[src/rtl/core/assert_macros.svh]
// Assertion helpers shared by the RTL.
`ifndef ASSERT_MACROS_SVH
`define ASSERT_MACROS_SVH

// Property checked at every clock edge outside reset.
`define MPQ_ASSERT(label, prop, msg) \
   label: assert property (@(posedge clock) disable iff (reset) (prop)) else $error(msg);

// Condition in one cycle implies a condition in the next.
`define MPQ_ASSERT_NEXT(label, pre, post, msg) \
   label: assert property (@(posedge clock) disable iff (reset) (pre) |=> (post)) \
      else $error(msg);

`endif

[src/rtl/core/mpq_pkg.sv]
`default_nettype none

package mpq_pkg;

   localparam int DEPTH_DEFAULT = 128;

   localparam logic CMD_INSERT = 1'b0;
   localparam logic CMD_REMOVE = 1'b1;

   typedef enum logic [1:0] {
      STATUS_DONE  = 2'd0,
      STATUS_FULL  = 2'd1,
      STATUS_EMPTY = 2'd2
   } status_type;

   typedef enum logic [1:0] {
      ST_IDLE,
      ST_SETTLE,
      ST_EMIT
   } fsm_state_type;

   typedef struct packed {
      logic               command;
      logic signed [31:0] in_data;
      logic        [7:0]  in_priority;
   } req_type;

   typedef struct packed {
      logic signed [31:0] out_data;
      logic        [7:0]  out_priority;
      status_type         status;
      logic        [7:0]  top_priority;
      logic        [7:0]  occupancy;
   } rsp_type;

   typedef struct packed {
      logic signed [31:0] data;
      logic        [7:0]  prio;
   } entry_type;

   // best entry seen so far along the chain
   typedef struct packed {
      logic               found;
      logic        [7:0]  prio;
      logic signed [31:0] data;
   } wave_type;

   typedef struct packed {
      logic insert;
      logic remove;
   } op_type;

endpackage

`default_nettype wire

[src/rtl/core/mpq_cell.sv]
`default_nettype none

module mpq_cell import mpq_pkg::*; #(
   parameter int DEPTH = DEPTH_DEFAULT,
   parameter int INDEX = 0,
   localparam int IW = (DEPTH > 1) ? $clog2(DEPTH) : 1,
   localparam int CW = $clog2(DEPTH + 1)
) (
   input  wire logic            clock,
   input  wire logic            reset,
   input  wire op_type          op,
   input  wire logic [CW-1:0]   count,
   input  wire logic [IW-1:0]   rem_idx,
   input  wire entry_type       new_entry,
   input  wire entry_type       next_entry,
   output      entry_type       entry,
   input  wire wave_type        wave_in,
   input  wire logic [IW-1:0]   wave_idx_in,
   output      wave_type        wave_out,
   output      logic [IW-1:0]   wave_idx_out
);

   localparam logic [CW-1:0] MY_POS = CW'(INDEX);
   localparam logic [IW-1:0] MY_IDX = IW'(INDEX);

   entry_type     entry_ff, entry_in;
   wave_type      wave_ff, wave_next_in;
   logic [IW-1:0] widx_ff, widx_in;
   logic          occupied;

   assign occupied = MY_POS < count;

   always_comb begin
      entry_in = entry_ff;
      if (op.insert && (count == MY_POS)) begin
         entry_in = new_entry;
      end else if (op.remove && (MY_IDX >= rem_idx)) begin
         // close the gap left by the removed item
         entry_in = next_entry;
      end
   end

   // strict compare keeps the earliest of equal priorities
   always_comb begin
      wave_next_in = wave_in;
      widx_in      = wave_idx_in;
      if (occupied && (!wave_in.found || (entry_ff.prio > wave_in.prio))) begin
         wave_next_in.found = 1'b1;
         wave_next_in.prio  = entry_ff.prio;
         wave_next_in.data  = entry_ff.data;
         widx_in            = MY_IDX;
      end
   end

   always_ff @(posedge clock) begin
      entry_ff <= entry_in;
      widx_ff  <= widx_in;
   end

   always_ff @(posedge clock) begin
      if (reset) begin
         wave_ff <= '0;
      end else begin
         wave_ff <= wave_next_in;
      end
   end

   assign entry        = entry_ff;
   assign wave_out     = wave_ff;
   assign wave_idx_out = widx_ff;

endmodule

`default_nettype wire

[config.mk]
export PLATFORM = sky130hd
export DESIGN_NAME = mpq_cell
export DESIGN_NICKNAME = d
export VERILOG_FILES = /design/src/rtl/core/assert_macros.svh /design/src/rtl/core/mpq_pkg.sv /design/src/rtl/core/mpq_cell.sv
export SDC_FILE = /design/constraint.sdc
export NUM_CORES = 1
export LEC_CHECK = 0
export ABC_AREA = 1
export ABC_CLOCK_PERIOD_IN_PS = 2610
export BUFFER_PORTS_ARGS = -buffer_cell sky130_fd_sc_hd__buf_2
export CAP_MARGIN = 20
export CORE_ASPECT_RATIO = 0.8
export CORE_MARGIN = 8
export CORE_UTILIZATION = 45
export CTS_BUF_LIST = sky130_fd_sc_hd__clkbuf_2
export CTS_CLUSTER_SIZE = 10
export DETAILED_ROUTE_END_ITERATION = 10
export HOLD_SLACK_MARGIN = 0.05
export PLACE_DENSITY_LB_ADDON = 0.08
export SLEW_MARGIN = 20
export SYNTH_ARGS = -nofsm -noshare
export SYNTH_HDL_FRONTEND = slang
export SYNTH_SLANG_ARGS = --single-unit
[constraint.sdc]
create_clock -name clock -period 2.61 [get_ports clock]
set_input_delay 0.261 -clock clock [delete_from_list [all_inputs] [get_ports clock]]
set_output_delay 0.261 -clock clock [all_outputs]
set_load 0.02 [all_outputs]
==> results of run 1 <==
-- layer usage --
| layer | GRT usage, % | up-vias | wire length (um) |
|---|---|---|---|
| li1 | - | 2276 | - |
| met1 | 24.5 | 2001 | 5280 |
| met2 | 41.3 | 200 | 7290 |
| met3 | 7.46 | 32 | 1200 |
| met4 | 10.1 | 0 | 486 |
| met5 | 0 | - | 0 |
-- cells in the mapped netlist (all sizes together) --
library cell	instances	area [um2]
a21boi	1	7.51
a21o	1	7.51
a21oi	42	210
buf	25	181
clkbuf	4	15.0
dfxtp	48	961
edfxtp	40	1200
ha	8	100
inv	61	229
nand2	173	652
nand3	42	210
nand4	1	6.26
nor2	54	205
nor3	1	5.00
nor4	2	12.5
-- where the power goes --
part	switching (mW)	internal, mW	total (mW)	leakage, nW
combinational	0.254	0.291	0.545	2.72
sequential	0.0115	1.49	1.50	0.760
clock	0.453	0.212	0.665	0.0671
-- final cells by class --
cell class / count / area (um2) / area share [%]
well taps: 112 / 140 / 2.12
flip-flops and latches: 88 / 2160 / 32.7
clock inverters: 7 / 61.3 / 0.927
diodes: 2 / 5.00 / 0.0757
clock buffers: 9 / 45.0 / 0.681
multi-input cells: 325 / 1440 / 21.7
repair buffers: 371 / 2530 / 38.3
inverters: 61 / 229 / 3.46
-- logic make-up (layout without fill, tap and decap cells) --
family                   after synthesis  count (layout)  share of synthesized area, %
AND/OR/NAND/NOR                      273             273                          27.3
buffers and inverters                 90             448                          10.6
adder cells (fa/ha/maj)                8               8                          2.50
AO/OA/AOI/OAI                         44              44                          5.63
flip-flops                            88              88                          54.0
other                                  0               2                             0
-- worst max-delay path, delay by kind of cell (launching register included) --
| kind | cells | cell delay (ns) |
|---|---|---|
| adders and majority gates | 1 | 0.32 |
| DFF | 1 | 0.48 |
| and+or+nand+nor | 9 | 0.86 |
| buffers and inverters | 1 | 0.35 |
-- sequential cells by signal, indices dropped and copies added (netlist names) --
signal / count
entry: 40
wave_idx_out: 7
wave_out: 41
-- through the flow --
step | total power [mW] | instances | hold WS, ns | area [um2]
finish | 2.71 | 975 | 0.150 | 6610
global route | 2.84 | 974 | 0.115 | 6610
CTS | 2.73 | 973 | 0.104 | 6610
detailed placement | 1.91 | 828 | 0.438 | 5210
global placement | 1.90 | 828 | 0.435 | 5210
floorplan | 1.72 | 503 | 0.333 | 4000
-- worst max path at each step --
stage,slack (ns),endpoint,startpoint
floorplan,0.29,entry[0],count[1]
global placement,0.56,entry[13],count[1]
detailed placement,0.55,entry[13],count[1]
CTS,0.60,wave_out[21],entry[7]
global route,0.39,wave_out[24],entry[7]
finish,0.51,wave_out[23],entry[7]
-- timing repair --
item | CTS | global route
hold endpoints to repair | 88 | 0
setup buffers | 0 | 0
gates resized for setup | 0 | 0
hold buffers | 129 | 0
==> impl_metrics.csv, run 1 <==
group,metric,value,unit
placed_design,place_hpwl,9310,um
die,start_util,46.8,%
synthesis,ys_ff_latch,88,
timing,tightest_slew,0.790,ns
placed_design,io_buffers,234,
worst_setup_path,cp_slowest_stage_delay,0.48,ns
timing,finalCriticalPeriod,2.10,ns
synthesis,synth_cell_types,19,
synthesis,syn_nets,658,
finish,drive_above_1_share,30.3,%
die,die_h,100,um
drt,ant_nets,0,
synthesis,syn_inst,503,
cts,clkLatencyLatePin,0.52,ns
timing,fmax,476,MHz
timing,setup_slack,0.510,ns
worst_setup_path,start_kind,"flip-flop",
global_route,grt_first_pass_wirelength,22500,um
global_route,antenna_found_initial,1,
timing,finalHoldViolations,0,
drt,vias_per_cell,4.62,
finish,final_cell_mix,"buf_2 (234), nand2_1 (171), dlygate4sd3_1 (129)",
cts,cts-root-buf,"clkbuf_2",
power,leakagePower,3.55,nW
cts,clkSlewWorstSetupHoldPaths,0.23,ns
timing,period_share,80.5,%
die,die_w,121,um
worst_setup_path,cp.arrival,2.54,ns
finish,area_delta_synth_final,65.2,%
worst_setup_path,r2r_start,"entry[7]",
worst_setup_path,path_class,"reg -> reg",
flow_run,cap_violations,0,
min_path,min_to,"wave_idx_out[2]",
drt,wl_per_cell,14.6,um
die,rows,30,
drt,drt_pre_antenna_iters,4,
finish,fin_nets,1011,
worst_setup_path,timing.rr.end,"wave_out[23]",
finish,post-route-util,77.3,%
timing,clock_skew,0.0247,ns
drt,first_iter_violations,360,
cts,cts.sinks,88,
finish,fillCellCount,617,
min_path,hold_class,"in -> reg",
worst_setup_path,cp_max_fo,39,
cts,clockBufferDepth,2,
timing,relSlewSlack,47.3,%
timing,rsz0062_at_grt,"no",
worst_setup_path,endpoint_kind,"flip-flop",
worst_setup_path,cp.required,3.05,ns
finish,mostFrequentLayoutCell,"buf_2",
drt,vias,4509,
global_route,grt_pass1_vias,4565,
power,vdd_ir_drop_max,0.000267,V
power,power_density,410,nW/um2
timing,tns,0,ns
status,status,"finished, final reports clean",
min_path,holdPathStages,3,
min_path,hold_path.startpoint,"wave_in[40]",
cts,numCtsBuffers,9,
worst_setup_path,reg2reg_depth,11,
worst_setup_path,rrSetupSlack,0.51,ns
worst_setup_path,cp_common_cell,"nand2_1",
die,core,8560,um2
placed_design,dpl_worst_slack,0.550,ns
cts,cts_htree_levels,3,
timing,final-setup-viol-count,0,
timing,slew_viol_final,0,
synthesis,ys_seq_area_share,54.0,%
drt,drt_wl_total,14300,um
placed_design,gp_congestion,0.831,
global_route,overflow,0,
synthesis,synth_area,4000,um2
die,dieArea,12200,um2
drt,drc,0,
worst_setup_path,critPathSlowestCell,"edfxtp_1",
cts,cts_tree,"yes",
global_route,grt_usage,23.2,%
global_route,grt_max_degree,83,
synthesis,syn_area_per_cell,7.96,um2
die,ios,235,
synthesis,synth_warnings,0,
worst_setup_path,cp_cell_sequence,"ha_1 > nand2_1 > nor2_1 > nand2_1 > nand2_1 > nand2_1 > nand2_2 > buf_4 > nand3_1 > nand2_1 > nor2_1",
No activity file was read; power rests on OpenSTA's default activity.
==> inputs of run 2 (changes only) <==
- ABC_AREA: 1 -> 0
- ABC_CLOCK_PERIOD_IN_PS: 2610 -> 2100
- clock period: 2.61 -> 2.1 ns (I/O delays scaled with it)
==> run 2 against run 1 <==
- area after synthesis decreased by 1.6%
- total power increased by 28%
- cell count decreased by 18%
- maximum frequency increased by 1.2%
- critical endpoint is now wave_out[1]
- largest cell class unchanged
- wire length decreased by 0.97%
- sequential share of layout area decreased by 0.98 points
- first-iteration DRC count decreased by 57%
- cell area increased by 3.1%
- global-route usage increased by 0.18 points
- die area decreased by 1.4%
==> impl_metrics.csv, run 2 <==
group,metric,value,unit
timing,clock_skew,0.0183,ns
placed_design,postPlaceCellArea,5260,um2
synthesis,synth_edf_count,40,
timing,finalCriticalPeriod,2.08,ns
worst_setup_path,start_kind,"flip-flop",
die,die_w,121,um
worst_setup_path,timing.rr.end,"wave_out[1]",
drt,vias,3771,
finish,diodes,0,
timing,tns,0,ns
global_route,grt_first_pass_wirelength,21900,um
drt,drc,0,
finish,area_delta_synth_final,73.1,%
global_route,grt.met1_usage,22.9,%
synthesis,post-synth-top-area-fraction,30.5,%
worst_setup_path,path_class,"reg -> reg",
cts,cts_tree,"yes",
worst_setup_path,endpoint_kind,"flip-flop",
die,ios,235,
worst_setup_path,crit_buf_inv,2,
min_path,holdPathStages,3,
drt,ant_nets,0,
synthesis,ys_ff_latch,88,
power,power,3.46,mW
die,rows,30,
drt,vias_per_cell,4.70,
finish,fin_area,6820,um2
global_route,grt_usage,23.4,%
synthesis,ys_top_cells_by_count,"nand2b_1 (81), dfxtp_1 (48), edfxtp_1 (40), mux2_2 (40), mux2i_1 (40)",
synthesis,yosys.area.top_type,"edfxtp_1",
worst_setup_path,rrSetupSlack,0.02,ns
finish,fin_nets,840,
worst_setup_path,cp_max_fo,7,
die,die_h,99.7,um
die,core,8480,um2
synthesis,synth.most_common_cell,"nand2b_1",
global_route,grt_pass1_vias,4289,
min_path,hold_class,"in -> reg",
timing,slew_viol_final,0,
cts,clkLatencyLatePin,0.57,ns
synthesis,synth_area,3940,um2
worst_setup_path,reg2reg_depth,8,
synthesis,synth_cell_types,26,
finish,fillCellCount,530,
drt,first_iter_violations,154,
worst_setup_path,critPathSlowestCell,"edfxtp_1",
placed_design,place_hpwl,8860,um
timing,holdWs,0.115,ns
finish,final_cell_mix,"buf_2 (234), dlygate4sd3_1 (129), nand2b_1 (81)",
global_route,grt_max_degree,82,
synthesis,synth-async-reset-ratio,0,%
timing,rsz0062_at_grt,"yes",
die,start_util,46.4,%
synthesis,syn_nets,467,
global_route,grt_use_met3,9.68,%
synthesis,syn_inst,312,
worst_setup_path,cp_cell_sequence,"ha_4 > nand2_2 > o21bai_1 > a211o_1 > a21oi_4 > buf_6 > buf_12 > mux2i_1",
worst_setup_path,critical-path-top-delay-family,"compound AO/OA/AOI/OAI gates",
synthesis,synth_flop_cell,"dfxtp_1",
timing,relSlewSlack,67.7,%
worst_setup_path,cp_slowest_stage_delay,0.50,ns
synthesis,synth_warnings,0,
min_path,min_to,"wave_out[40]",
finish,drive_above_1_share,45.7,%
placed_design,gp_congestion,0.740,
placed_design,dpl_worst_slack,0.0779,ns
power,vdd_ir_drop_max,0.000414,V
global_route,top_usage_layer,"met2",
worst_setup_path,r2r_start,"entry[2]",
timing,period_share,98.8,%
worst_setup_path,cp.arrival,2.58,ns
cts,clkSlewWorstSetupHoldPaths,0.22,ns
min_path,hold_path.startpoint,"reset",
global_route,grtUsageMet2,42.7,%
synthesis,syn_area_per_cell,12.6,um2
placed_design,io_buffers,234,
global_route,overflow,0,
power,power_density,508,nW/um2
timing,finalHoldViolations,0,
cts,cts_htree_levels,3,
flow_run,cap_violations,0,
worst_setup_path,cp.required,2.60,ns
cts,clockBufferDepth,2,
drt,drt_pre_antenna_iters,4,
cts,cts.sinks,88,
synthesis,synth.area.top_cells,"edfxtp_1 (30%), dfxtp_1 (24%), nand2b_1 (13%), mux2_2 (11%), mux2i_1 (10%)",
timing,tightest_slew,0.479,ns
synthesis,ys_seq_area_share,54.9,%
drt,drt_wl_total,14100,um
timing,fmax,482,MHz
cts,numCtsBuffers,9,
die,dieArea,12000,um2
status,status,"finished, final reports clean",
finish,largest_register_ffs,41,
drt,wl_per_cell,17.6,um
timing,setup_slack,0.0249,ns
finish,mostFrequentLayoutCell,"buf_2",
cts,cts-root-buf,"clkbuf_2",
global_route,antenna_found_initial,0,
timing,final-setup-viol-count,0,
power,leakagePower,3.29,nW
-- run 2: cell types whose count changed after synthesis, sizes merged, moves of 16 or more --
cell,change
mux2i,+40
a21oi,-40
nand2b,+81
buf,-16
nor2,-51
mux2,+40
nand2,-169
nand3,-40
inv,-53
-- run 2: how the worst max path moves through the flow --
| stage | slack, ns | endpoint | start | cells after the start |
|---|---|---|---|---|
| 3_3_place_gp | 0.16 | wave_out[7] | entry[3] | 7 |
| 5_1_grt | -0.03 | wave_out[3] | entry[1] | 8 |
| 6_report | 0.02 | wave_out[1] | entry[2] | 8 |
| 3_5_place_dp | 0.08 | wave_out[18] | entry[3] | 7 |
| 4_1_cts | -0.02 | wave_out[6] | entry[3] | 7 |
| 2_1_floorplan | 0.08 | wave_out[10] | entry[3] | 8 |
-- run 2: worst register-to-register path, stage by stage, from the launching register on --
cell	delay, ns
edfxtp_1	0.50
ha_4	0.30
nand2_2	0.05
o21bai_1	0.14
a211o_1	0.29
a21oi_4	0.24
buf_6	0.15
buf_12	0.13
mux2i_1	0.20
-- run 2: metal layers --
layer  part of all wire, %  vias up
met5                     0        -
met4                   2.9        0
met3                   9.3       32
met2                    52      164
met1                    36     1758
li1                      -     1817
-- run 2: logic make-up after synthesis --
kind of cell / after synthesis / share of synthesized area [%]
flip-flops: 88 / 54.9
AO/OA/AOI/OAI: 7 / 1.33
AND/OR/NAND/NOR: 103 / 15.9
buffers and inverters: 26 / 3.75
adder cells (fa/ha/maj): 8 / 2.54
multiplexers: 80 / 21.6
-- run 2: area by class of cell --
class,instances,area [um2],area share (%)
clock buffer,12,60.1,0.881
sequential,88,2160,31.7
timing repair buffer,380,2690,39.4
clock inverter,4,45.0,0.661
multi-input combinational,198,1700,24.9
tap,112,140,2.06
inverter,8,30.0,0.440
-- run 2: where the power goes --
part	internal, mW	switching [mW]
clock network	0.285	0.566
registers	1.85	0.0163
logic	0.441	0.302
total	2.58	0.885
-- run 2: timing repair --
action                     CTS  global route
hold buffers               129             0
resized for setup            0            10
setup endpoints to repair    1            35
pin swaps                    1             7
buffers inserted             1             6
gates cloned                 1             1
hold endpoints to repair    88             0
-- run 2: through the flow --
| step | utilization [%] | cells |
|---|---|---|
| 5_1_grt | 80.4 | 802 |
| 3_3_place_gp | 62.0 | 648 |
| 3_5_place_dp | 62.0 | 648 |
| 4_1_cts | 78.9 | 795 |
| 6_report | 80.4 | 802 |
| 2_1_floorplan | - | 312 |
